`src/design/i2cdw_pkg.sv`:
```
// Package for the I2C display write master: field types, register map,
// request codes and the fixed bytes of a write transaction. No dependencies.
`timescale 1ns / 1ps

package i2cdw_pkg;

  typedef logic [1:0] mode_t;
  typedef logic [7:0] byte_t;

  // request codes carried in the mode field
  localparam mode_t MODE_TICK = 2'd0;
  localparam mode_t MODE_CMD  = 2'd1;
  localparam mode_t MODE_DATA = 2'd2;

  // control byte that follows the address byte
  localparam byte_t CTRL_CMD  = 8'h00;
  localparam byte_t CTRL_DATA = 8'h40;

  localparam byte_t ADDR_RESET    = 8'h78;
  localparam byte_t TIMEOUT_RESET = 8'd250;

  // register map, index = word address
  localparam int unsigned PADDR_W = 3;
  localparam int unsigned PDATA_W = 32;
  localparam logic REG_DEVICE_ADDRESS = 1'b0;
  localparam logic REG_ACK_TIMEOUT    = 1'b1;

  localparam logic [3:0] BITS_PER_BYTE = 4'd8;
  localparam logic [1:0] LAST_BYTE     = 2'd3;

endpackage

```
`src/design/i2cdw_if.sv`:
```
// Channel interfaces of the I2C display write master: request items in,
// line-level result items out. Depends on i2cdw_pkg.
`timescale 1ns / 1ps

interface i2cdw_in_if;
  import i2cdw_pkg::*;

  logic  valid;
  logic  ready;
  mode_t mode;
  byte_t payload;
  logic  sda_in;

  modport source (output valid, mode, payload, sda_in, input ready);
  modport sink   (input valid, mode, payload, sda_in, output ready);
endinterface

interface i2cdw_out_if;
  logic valid;
  logic ready;
  logic scl;
  logic sda_out;
  logic sda_released;
  logic busy_res;
  logic done_res;
  logic no_ack;

  modport source (output valid, scl, sda_out, sda_released, busy_res, done_res, no_ack,
                  input ready);
  modport sink   (input valid, scl, sda_out, sda_released, busy_res, done_res, no_ack,
                  output ready);
endinterface

```
`src/design/i2c_display_write_master_top.sv`:
```
// Top level of the I2C display write master: transaction state machine,
// result register and APB register port. Depends on i2cdw_pkg and i2cdw_if.
//
// Usage:
//   in_ch carries one item per delay unit: mode 0 is a plain tick, mode 1
//   starts a command write and mode 2 a data write (payload taken then).
//   sda_in is the data line sampled on that tick; only ack polls look at it.
//   Each input item gives exactly one result item on out_ch: the scl and
//   sda levels after that tick, whether sda is released, busy, and on the
//   tick the stop completes done_res, with no_ack set when the slave never
//   acknowledged within ack_timeout + 1 polls.
//   An accepted item's result is registered and shown from the next cycle.
//   One item per cycle is sustained while out_ch is ready; the state update
//   is a single pass through the phase logic into the state registers.
//   in_ch.ready is high while the result register is empty or being taken,
//   so a stalled receiver holds its result and stops input until it drains.
//   Reset (rst, synchronous) returns to idle with both lines high, empties
//   the result register and restores device_address 0x78, ack_timeout 250.
//   Registers: device_address at 0x0, ack_timeout at 0x4; write them only
//   while no transaction is running.
`timescale 1ns / 1ps

module i2c_display_write_master_top (
  input  logic                              clk,
  input  logic                              rst,
  i2cdw_in_if.sink                          in_ch,
  i2cdw_out_if.source                       out_ch,
  input  logic                              psel,
  input  logic                              penable,
  input  logic                              pwrite,
  input  logic [i2cdw_pkg::PADDR_W-1:0]     paddr,
  input  logic [i2cdw_pkg::PDATA_W-1:0]     pwdata,
  output logic [i2cdw_pkg::PDATA_W-1:0]     prdata,
  output logic                              pready
);
  import i2cdw_pkg::*;

  typedef enum logic [3:0] {
    PH_IDLE, PH_START_SDA, PH_START_SCL, PH_BIT_SET, PH_BIT_HIGH, PH_BIT_LOW,
    PH_ACK_REL, PH_ACK_HIGH, PH_ACK_POLL, PH_STOP_LOW, PH_STOP_SCL, PH_STOP_SDA
  } phase_t;

  // configuration
  byte_t device_address;
  byte_t ack_timeout;
  logic  cfg_wr;

  // transaction state
  phase_t     phase, phase_next;
  logic [3:0] bit_count, bit_count_next;
  logic [1:0] byte_index, byte_index_next;
  byte_t      shift_byte, shift_byte_next;
  byte_t      held_payload, held_payload_next;
  logic       is_data, is_data_next;
  byte_t      poll_count, poll_count_next;
  logic       clock_level, clock_level_next;
  logic       data_level, data_level_next;
  logic       line_released, line_released_next;
  logic       failed, failed_next;
  logic       done_next, nack_next;

  logic       in_take;

  assign in_ch.ready = !out_ch.valid || out_ch.ready;
  assign in_take     = in_ch.valid && in_ch.ready;

  // APB port
  assign pready = 1'b1;
  assign cfg_wr = psel && penable && pwrite;

  always_comb begin
    prdata = '0;
    unique case (paddr[2])
      REG_DEVICE_ADDRESS: prdata = {{(PDATA_W-8){1'b0}}, device_address};
      REG_ACK_TIMEOUT:    prdata = {{(PDATA_W-8){1'b0}}, ack_timeout};
      default:            prdata = '0;
    endcase
  end

  always_ff @(posedge clk) begin
    if (rst) begin
      device_address <= ADDR_RESET;
      ack_timeout    <= TIMEOUT_RESET;
    end else if (cfg_wr) begin
      if (paddr[2] == REG_DEVICE_ADDRESS) device_address <= pwdata[7:0];
      else                                ack_timeout    <= pwdata[7:0];
    end
  end

  // one phase step per item
  always_comb begin
    phase_next         = phase;
    bit_count_next     = bit_count;
    byte_index_next    = byte_index;
    shift_byte_next    = shift_byte;
    held_payload_next  = held_payload;
    is_data_next       = is_data;
    poll_count_next    = poll_count;
    clock_level_next   = clock_level;
    data_level_next    = data_level;
    line_released_next = line_released;
    failed_next        = failed;
    done_next          = 1'b0;
    nack_next          = 1'b0;

    unique case (phase)
      PH_IDLE: begin
        clock_level_next   = 1'b1;
        data_level_next    = 1'b1;
        line_released_next = 1'b0;
        if (in_ch.mode == MODE_CMD || in_ch.mode == MODE_DATA) begin
          is_data_next      = (in_ch.mode == MODE_DATA);
          held_payload_next = in_ch.payload;
          shift_byte_next   = device_address;
          byte_index_next   = '0;
          bit_count_next    = '0;
          poll_count_next   = '0;
          failed_next       = 1'b0;
          phase_next        = PH_START_SDA;
        end
      end
      PH_START_SDA: begin
        data_level_next = 1'b0;
        phase_next      = PH_START_SCL;
      end
      PH_START_SCL: begin
        clock_level_next = 1'b0;
        phase_next       = PH_BIT_SET;
      end
      PH_BIT_SET: begin
        line_released_next = 1'b0;
        data_level_next    = shift_byte[7];
        shift_byte_next    = {shift_byte[6:0], 1'b0};
        phase_next         = PH_BIT_HIGH;
      end
      PH_BIT_HIGH: begin
        clock_level_next = 1'b1;
        phase_next       = PH_BIT_LOW;
      end
      PH_BIT_LOW: begin
        clock_level_next = 1'b0;
        bit_count_next   = bit_count + 4'd1;
        phase_next       = (bit_count_next >= BITS_PER_BYTE) ? PH_ACK_REL : PH_BIT_SET;
      end
      PH_ACK_REL: begin
        line_released_next = 1'b1;
        data_level_next    = 1'b1;
        phase_next         = PH_ACK_HIGH;
      end
      PH_ACK_HIGH: begin
        clock_level_next = 1'b1;
        poll_count_next  = '0;
        phase_next       = PH_ACK_POLL;
      end
      PH_ACK_POLL: begin
        if (!in_ch.sda_in) begin
          clock_level_next   = 1'b0;
          line_released_next = 1'b0;
          byte_index_next    = byte_index + 2'd1;
          if (byte_index_next >= LAST_BYTE) begin
            phase_next = PH_STOP_LOW;
          end else begin
            // control byte after the address, then the payload
            shift_byte_next = (byte_index_next == 2'd1) ?
                              (is_data ? CTRL_DATA : CTRL_CMD) : held_payload;
            bit_count_next  = '0;
            phase_next      = PH_BIT_SET;
          end
        end else if (poll_count >= ack_timeout) begin
          failed_next = 1'b1;
          phase_next  = PH_STOP_LOW;
        end else begin
          poll_count_next = poll_count + 8'd1;
        end
      end
      PH_STOP_LOW: begin
        clock_level_next   = 1'b0;
        data_level_next    = 1'b0;
        line_released_next = 1'b0;
        phase_next         = PH_STOP_SCL;
      end
      PH_STOP_SCL: begin
        clock_level_next = 1'b1;
        phase_next       = PH_STOP_SDA;
      end
      PH_STOP_SDA: begin
        data_level_next = 1'b1;
        done_next       = 1'b1;
        nack_next       = failed;
        phase_next      = PH_IDLE;
      end
      default: begin
        phase_next         = PH_IDLE;
        clock_level_next   = 1'b1;
        data_level_next    = 1'b1;
        line_released_next = 1'b0;
      end
    endcase
  end

  // state and result register
  always_ff @(posedge clk) begin
    if (rst) begin
      phase         <= PH_IDLE;
      bit_count     <= '0;
      byte_index    <= '0;
      shift_byte    <= '0;
      held_payload  <= '0;
      is_data       <= 1'b0;
      poll_count    <= '0;
      clock_level   <= 1'b1;
      data_level    <= 1'b1;
      line_released <= 1'b0;
      failed        <= 1'b0;
      out_ch.valid  <= 1'b0;
    end else begin
      if (in_take) begin
        phase         <= phase_next;
        bit_count     <= bit_count_next;
        byte_index    <= byte_index_next;
        shift_byte    <= shift_byte_next;
        held_payload  <= held_payload_next;
        is_data       <= is_data_next;
        poll_count    <= poll_count_next;
        clock_level   <= clock_level_next;
        data_level    <= data_level_next;
        line_released <= line_released_next;
        failed        <= failed_next;
        out_ch.valid  <= 1'b1;
      end else if (out_ch.ready) begin
        out_ch.valid  <= 1'b0;
      end
    end
  end

  always_ff @(posedge clk) begin
    if (in_take) begin
      out_ch.scl          <= clock_level_next;
      out_ch.sda_out      <= data_level_next;
      out_ch.sda_released <= line_released_next;
      out_ch.busy_res     <= (phase_next != PH_IDLE);
      out_ch.done_res     <= done_next;
      out_ch.no_ack       <= nack_next;
    end
  end

`ifndef SYNTHESIS
  a_done_not_busy: assert property (@(posedge clk) disable iff (rst)
    out_ch.valid && out_ch.done_res |-> !out_ch.busy_res)
    else $error("done item still shows busy");

  a_nack_with_done: assert property (@(posedge clk) disable iff (rst)
    out_ch.valid && out_ch.no_ack |-> out_ch.done_res)
    else $error("no_ack without done");

  a_released_high: assert property (@(posedge clk) disable iff (rst)
    out_ch.valid && out_ch.sda_released |-> out_ch.sda_out && out_ch.busy_res)
    else $error("sda released while driven low or idle");

  a_start_busy: assert property (@(posedge clk) disable iff (rst)
    in_take && phase == PH_IDLE && (in_ch.mode == MODE_CMD || in_ch.mode == MODE_DATA)
    |=> out_ch.valid && out_ch.busy_res && phase == PH_START_SDA)
    else $error("request item did not start a transaction");

  a_stall_blocks_input: assert property (@(posedge clk) disable iff (rst)
    out_ch.valid && !out_ch.ready |=> out_ch.valid && $stable(phase))
    else $error("state moved while result stalled");
`endif

endmodule
```
`src/flat_wrapper.sv`:
```
// flat-port wrapper written by rule: the top's interface ports become plain ports
module i2c_display_write_master_top_flat import i2cdw_pkg::*;
  (clk, rst, psel, penable, pwrite, paddr, pwdata, prdata, pready, in_ch_valid, in_ch_mode, in_ch_payload, in_ch_sda_in, in_ch_ready, out_ch_valid, out_ch_scl, out_ch_sda_out, out_ch_sda_released, out_ch_busy_res, out_ch_done_res, out_ch_no_ack, out_ch_ready);
  i2cdw_in_if in_ch_i ();
  i2cdw_out_if out_ch_i ();
  input  logic clk;
  input  logic rst;
  input  logic psel;
  input  logic penable;
  input  logic pwrite;
  input  logic [i2cdw_pkg::PADDR_W-1:0] paddr;
  input  logic [i2cdw_pkg::PDATA_W-1:0] pwdata;
  output logic [i2cdw_pkg::PDATA_W-1:0] prdata;
  output logic pready;
  input wire logic [$bits(in_ch_i.valid)-1:0] in_ch_valid;
  input wire logic [$bits(in_ch_i.mode)-1:0] in_ch_mode;
  input wire logic [$bits(in_ch_i.payload)-1:0] in_ch_payload;
  input wire logic [$bits(in_ch_i.sda_in)-1:0] in_ch_sda_in;
  output wire logic [$bits(in_ch_i.ready)-1:0] in_ch_ready;
  output wire logic [$bits(out_ch_i.valid)-1:0] out_ch_valid;
  output wire logic [$bits(out_ch_i.scl)-1:0] out_ch_scl;
  output wire logic [$bits(out_ch_i.sda_out)-1:0] out_ch_sda_out;
  output wire logic [$bits(out_ch_i.sda_released)-1:0] out_ch_sda_released;
  output wire logic [$bits(out_ch_i.busy_res)-1:0] out_ch_busy_res;
  output wire logic [$bits(out_ch_i.done_res)-1:0] out_ch_done_res;
  output wire logic [$bits(out_ch_i.no_ack)-1:0] out_ch_no_ack;
  input wire logic [$bits(out_ch_i.ready)-1:0] out_ch_ready;
  assign in_ch_i.valid = in_ch_valid;
  assign in_ch_i.mode = in_ch_mode;
  assign in_ch_i.payload = in_ch_payload;
  assign in_ch_i.sda_in = in_ch_sda_in;
  assign in_ch_ready = in_ch_i.ready;
  assign out_ch_valid = out_ch_i.valid;
  assign out_ch_scl = out_ch_i.scl;
  assign out_ch_sda_out = out_ch_i.sda_out;
  assign out_ch_sda_released = out_ch_i.sda_released;
  assign out_ch_busy_res = out_ch_i.busy_res;
  assign out_ch_done_res = out_ch_i.done_res;
  assign out_ch_no_ack = out_ch_i.no_ack;
  assign out_ch_i.ready = out_ch_ready;
  i2c_display_write_master_top u_core (.clk(clk), .rst(rst), .in_ch(in_ch_i), .out_ch(out_ch_i), .psel(psel), .penable(penable), .pwrite(pwrite), .paddr(paddr), .pwdata(pwdata), .prdata(prdata), .pready(pready));
endmodule
```
`config.mk`:
```
export PLATFORM = sky130hd
export DESIGN_NAME = i2c_display_write_master_top_flat
export DESIGN_NICKNAME = d
export VERILOG_FILES = /design/src/design/i2cdw_pkg.sv /design/src/design/i2cdw_if.sv /design/src/design/i2c_display_write_master_top.sv /design/src/flat_wrapper.sv
export SDC_FILE = /design/constraint.sdc
export NUM_CORES = 1
export LEC_CHECK = 0
export BUFFER_PORTS_ARGS = -buffer_cell sky130_fd_sc_hd__buf_4
export CAP_MARGIN = 5
export CORE_AREA = 2 2 102 104
export DETAILED_ROUTE_END_ITERATION = 16
export DIE_AREA = 0 0 104 106
export PLACE_DENSITY = 0.57
export SETUP_SLACK_MARGIN = 0.4
export SLEW_MARGIN = 15
export SYNTH_ARGS = -nofsm -noshare
export SYNTH_HDL_FRONTEND = slang
export SYNTH_SLANG_ARGS = --single-unit
```
`constraint.sdc`:
```
create_clock -name clk -period 2.45 [get_ports clk]
set_input_delay 0.3675 -clock clk [delete_from_list [all_inputs] [get_ports clk]]
set_output_delay 0.3675 -clock clk [all_outputs]
set_load 0.01 [all_outputs]
```
==> key figures <==
GRT
  • GR Util met1: 17.5%
  • Most congested layer reported by global routing: met2
  • Number of global-route vias before repair: about 2700
  • First-pass GRT wire length: about 13 mm
  • Aggregate global routing overflow: 0
  • Grt met3 use: under 10%
  • GRT Overall Usage: 14.2%
  • Initial antenna violation count: 0
  • Met2 usage: 24.2%
  • Maximum number of pins on one net before global-route repair: 53

Synth
  • Top post-synthesis cells by area: sky130_fd_sc_hd__dfxtp_1, sky130_fd_sc_hd__buf_4, sky130_fd_sc_hd__nor2_1, sky130_fd_sc_hd__edfxtp_1, sky130_fd_sc_hd__nand2_1
  • Dominant register cell in the synthesized netlist: sky130_fd_sc_hd__dfxtp_1
  • Count of cell types in the netlist: 58
  • Area share of the leading cell type in the synthesized netlist: 33.0%
  • Library cell with the largest summed area after synthesis: sky130_fd_sc_hd__dfxtp_1
  • Netlist Area Pre-Place: about 3400 µm²
  • Flip-flop and latch count after synthesis: 62
  • Fraction of synthesis flops using an asynchronous set or reset pin: 0%
  • Number of flops mapped to enable cells by yosys: 6
  • Average instance area after synthesis: 8.46 µm²
  • Cell count after synthesis: 402
  • Synth warnings: 0
  • Share of synthesized area occupied by flip-flops and latches: 38.3%

Setup path
  • Data arrival time of the worst path: 2.19 ns
  • Number of buffer and inverter stages on the critical path: 3
  • Crit path cell chain: buf_6 -> inv_2 -> ha_4 -> or4_4 -> a21oi_4 -> o21ai_4 -> nor4_4 -> buf_4 -> a31oi_1 -> a41o_1
  • Critical Path RT: around 2.7 ns
  • Endpoint type of the worst setup path: flop
  • CP top delay family: simple AND/OR/NAND/NOR gates
  • Startpoint Class: primary input
  • Biggest cell delay along the critical path: approximately 0.55 ns
  • Crit Path Class: in2reg
  • CP max stage cell: sky130_fd_sc_hd__or4_4
  • Maximum fanout count along the critical path: 6

Detailed routing
  • Routed via count divided by cell count: just under 5
  • Number of iterations in the first detailed-routing pass: 4
  • Count of antenna-violating nets left after detailed routing: 0
  • Final Routed Wirelength: 7.70 mm
  • Routed WL per cell: approximately 13 µm
  • Vias: 2900
  • Initial detailed-routing violation count: 73
  • Detailed-route DRC error count: 0

Clock network
  • Clock latency of the later-clocked register in the worst-skew pair: 0.34 ns
  • H-Tree Level Count: 3
  • CTS tree: done
  • Number of clock sinks seen by CTS: 62
  • Clock root buffer: sky130_fd_sc_hd__clkbuf_8
  • Buffer levels on the longest clock path: 2
  • Total CTS buffers: 9
  • Cts-stage hold buffer count: 0
  • CTS clk-pin slew, worst paths: 0.07 ns

Pwr
  • Lkg Pwr: between 1.5 and 2 nW
  • Worst-case vdd ir drop: 0.318 mV
  • Power density cells: 575 nW/µm²
  • Total power consumption of the routed design: 2.44 mW

STA
  • Number of slew-limit violations in the final report: 0
  • Final period utilization: 79.7%
  • Setup Skew: 0.00959 ns
  • Final worst-path setup slack: about 0.50 ns
  • Final hold violations: 0
  • Highest clock frequency the design can meet: 512 MHz
  • Final critical path time including I/O delays and setup: 1.95 ns
  • Setup repair after global routing missed its margin: yes
  • Worst-case headroom to the max-slew limit: roughly three fifths
  • Setup violators final: 0
  • Pin slew with the least headroom to its limit: 0.575 ns
  • Setup TNS after final layout: 0 ns

Floorplanning
  • Floorplan die area: between 10000 and 15000 µm²
  • Std-Cell Rows: 37
  • Vertical die dimension: ~110 µm
  • Number of I/O pins: 94
  • Core footprint: ~10000 µm²
  • Die span in x: 104 µm
  • Initial cell density of the core: 34.0%

Place
  • Pre-CTS WS: 0.179 ns
  • Final HPWL from detailed placement: 5.37 mm
  • Placer congestion estimate: 0.824
  • Placed cells: 571
  • Placed instance area: 3820 µm²
  • Port Buf Inserts: 42

Final layout
  • Post-layout instance area: 4250 µm²
  • Layout cell share with drive strength beyond 1: 27.6%
  • Non-filler instance count after layout: 600
  • Register cell area after layout: around 1300 µm²
  • Antenna Cells: 0
  • Relative area change from synthesis to final layout: 24.9%
  • Area occupied by multi-input gates: 1940 µm²
  • Number of fillers in the final layout: around 1000
  • Number of nets in the finished design: 525

Run
  • Max Cap Violations: 0

Outcome
  • Result of the run: complete, no violations

Min path
  • Type of the worst min-delay path: in2reg
==> area by class of cell <==
| class | instances | area share [%] |
|---|---|---|
| clock inverters | 4 | 1.65 |
| clock buffers | 12 | 3.42 |
| flip-flops and latches | 62 | 31.1 |
| well taps | 136 | 4.01 |
| repair buffers | 68 | 12.1 |
| inverters | 22 | 1.94 |
| multi-input cells | 296 | 45.8 |
==> cells by family after synthesis <==
group | Yosys count | share of synthesized area (%)
DFF | 62 | 38.3
adders and majority gates | 13 | 4.78
xor gates and xnor gates | 2 | 0.515
other | 2 | 0.221
AOI/OAI and AO/OA | 95 | 20.5
muxes | 14 | 4.45
and+or+nand+nor | 147 | 20.8
buffers and inverters | 67 | 10.6
==> layout by cell type (no fill, tap or decap), drive strengths merged, types with 8 or more instances in the layout <==
master / Yosys / layout
buf: 33 / 67
dfxtp: 56 / 56
nor2: 50 / 50
nand2: 48 / 48
a21oi: 30 / 30
conb: 2 / 25
inv: 21 / 21
clkbuf: 12 / 13
ha: 13 / 13
a211o: 11 / 11
mux2: 9 / 9
nor2b: 9 / 9
nand3: 8 / 8
==> timing repair <==
| item | CTS | global route |
|---|---|---|
| gates resized for setup | 2 | 28 |
| setup buffers | 2 | 11 |
| pin swaps | 2 | 12 |
| setup endpoints to repair | 5 | 9 |
==> synth_stat cells (3+ instances only) <==
library cell,instances
sky130_fd_sc_hd__nand2b_1,4
sky130_fd_sc_hd__a31o_2,3
sky130_fd_sc_hd__nor3_1,5
sky130_fd_sc_hd__mux2i_1,5
sky130_fd_sc_hd__a311oi_1,7
sky130_fd_sc_hd__inv_1,21
sky130_fd_sc_hd__a22oi_1,7
sky130_fd_sc_hd__a31oi_1,4
sky130_fd_sc_hd__nor2b_1,9
sky130_fd_sc_hd__edfxtp_1,6
sky130_fd_sc_hd__clkbuf_1,12
sky130_fd_sc_hd__nand3_1,8
sky130_fd_sc_hd__a211oi_1,5
sky130_fd_sc_hd__and2_1,3
sky130_fd_sc_hd__a32oi_1,3
sky130_fd_sc_hd__o21ai_0,6
sky130_fd_sc_hd__mux2_2,9
sky130_fd_sc_hd__nand4_1,3
sky130_fd_sc_hd__buf_4,26
sky130_fd_sc_hd__nand2_1,48
sky130_fd_sc_hd__and3_1,3
sky130_fd_sc_hd__nor2_1,50
sky130_fd_sc_hd__a211o_1,11
sky130_fd_sc_hd__ha_1,13
sky130_fd_sc_hd__dfxtp_1,56
sky130_fd_sc_hd__a21oi_1,29
sky130_fd_sc_hd__buf_1,4
sky130_fd_sc_hd__a221oi_1,3
==> worst paths after layout <==
check                                                         start  slack [ns]  depth (start not counted)                                     to
worst max register to register    u_core.poll_count[1]$_SDFFE_PP0P_        0.51                          9      u_core.poll_count[3]$_SDFFE_PP0P_
worst min register to register  u_core.held_payload[0]$_SDFFE_PP0P_        0.45                          2    u_core.held_payload[0]$_SDFFE_PP0P_
worst max-delay path                                  in_ch_mode[0]        0.50                         10      u_core.poll_count[6]$_SDFFE_PP0P_
worst min-delay path                                      pwdata[4]        0.23                          2  u_core.device_address[4]$_SDFFE_PP1P_
==> metrics by stage <==
| stage | util (%) | hold slack (ns) |
|---|---|---|
| 2_1_floorplan | - | 0.432 |
| 3_3_place_gp | 38.2 | 0.446 |
| 3_5_place_dp | 38.2 | 0.448 |
| 4_1_cts | 40.5 | 0.221 |
| 5_1_grt | 42.5 | 0.229 |
| 6_report | 42.5 | 0.230 |
==> layer usage <==
metal,routed length [µm],vias up
met2,3710,67
met3,377,10
met1,3520,1342
li1,-,1481
met4,89,0
met5,0,-
==> registers in the layout (all words and copies together), names as in the netlist, 2 cells and up <==
signal	flops
u_core.ack_timeout	8
u_core.device_address	8
u_core.held_payload	8
u_core.poll_count	8
u_core.shift_byte	8
u_core.bit_count	4
u_core.phase	4
u_core.byte_index	2
==> power breakdown <==
part	total, mW	internal [mW]	switching, mW
clock network	1.00	0.598	0.405
logic	0.347	0.160	0.187
registers	1.09	1.07	0.0251
total	2.44	1.83	0.617
Note: power is estimated with default switching activity, not from simulation.
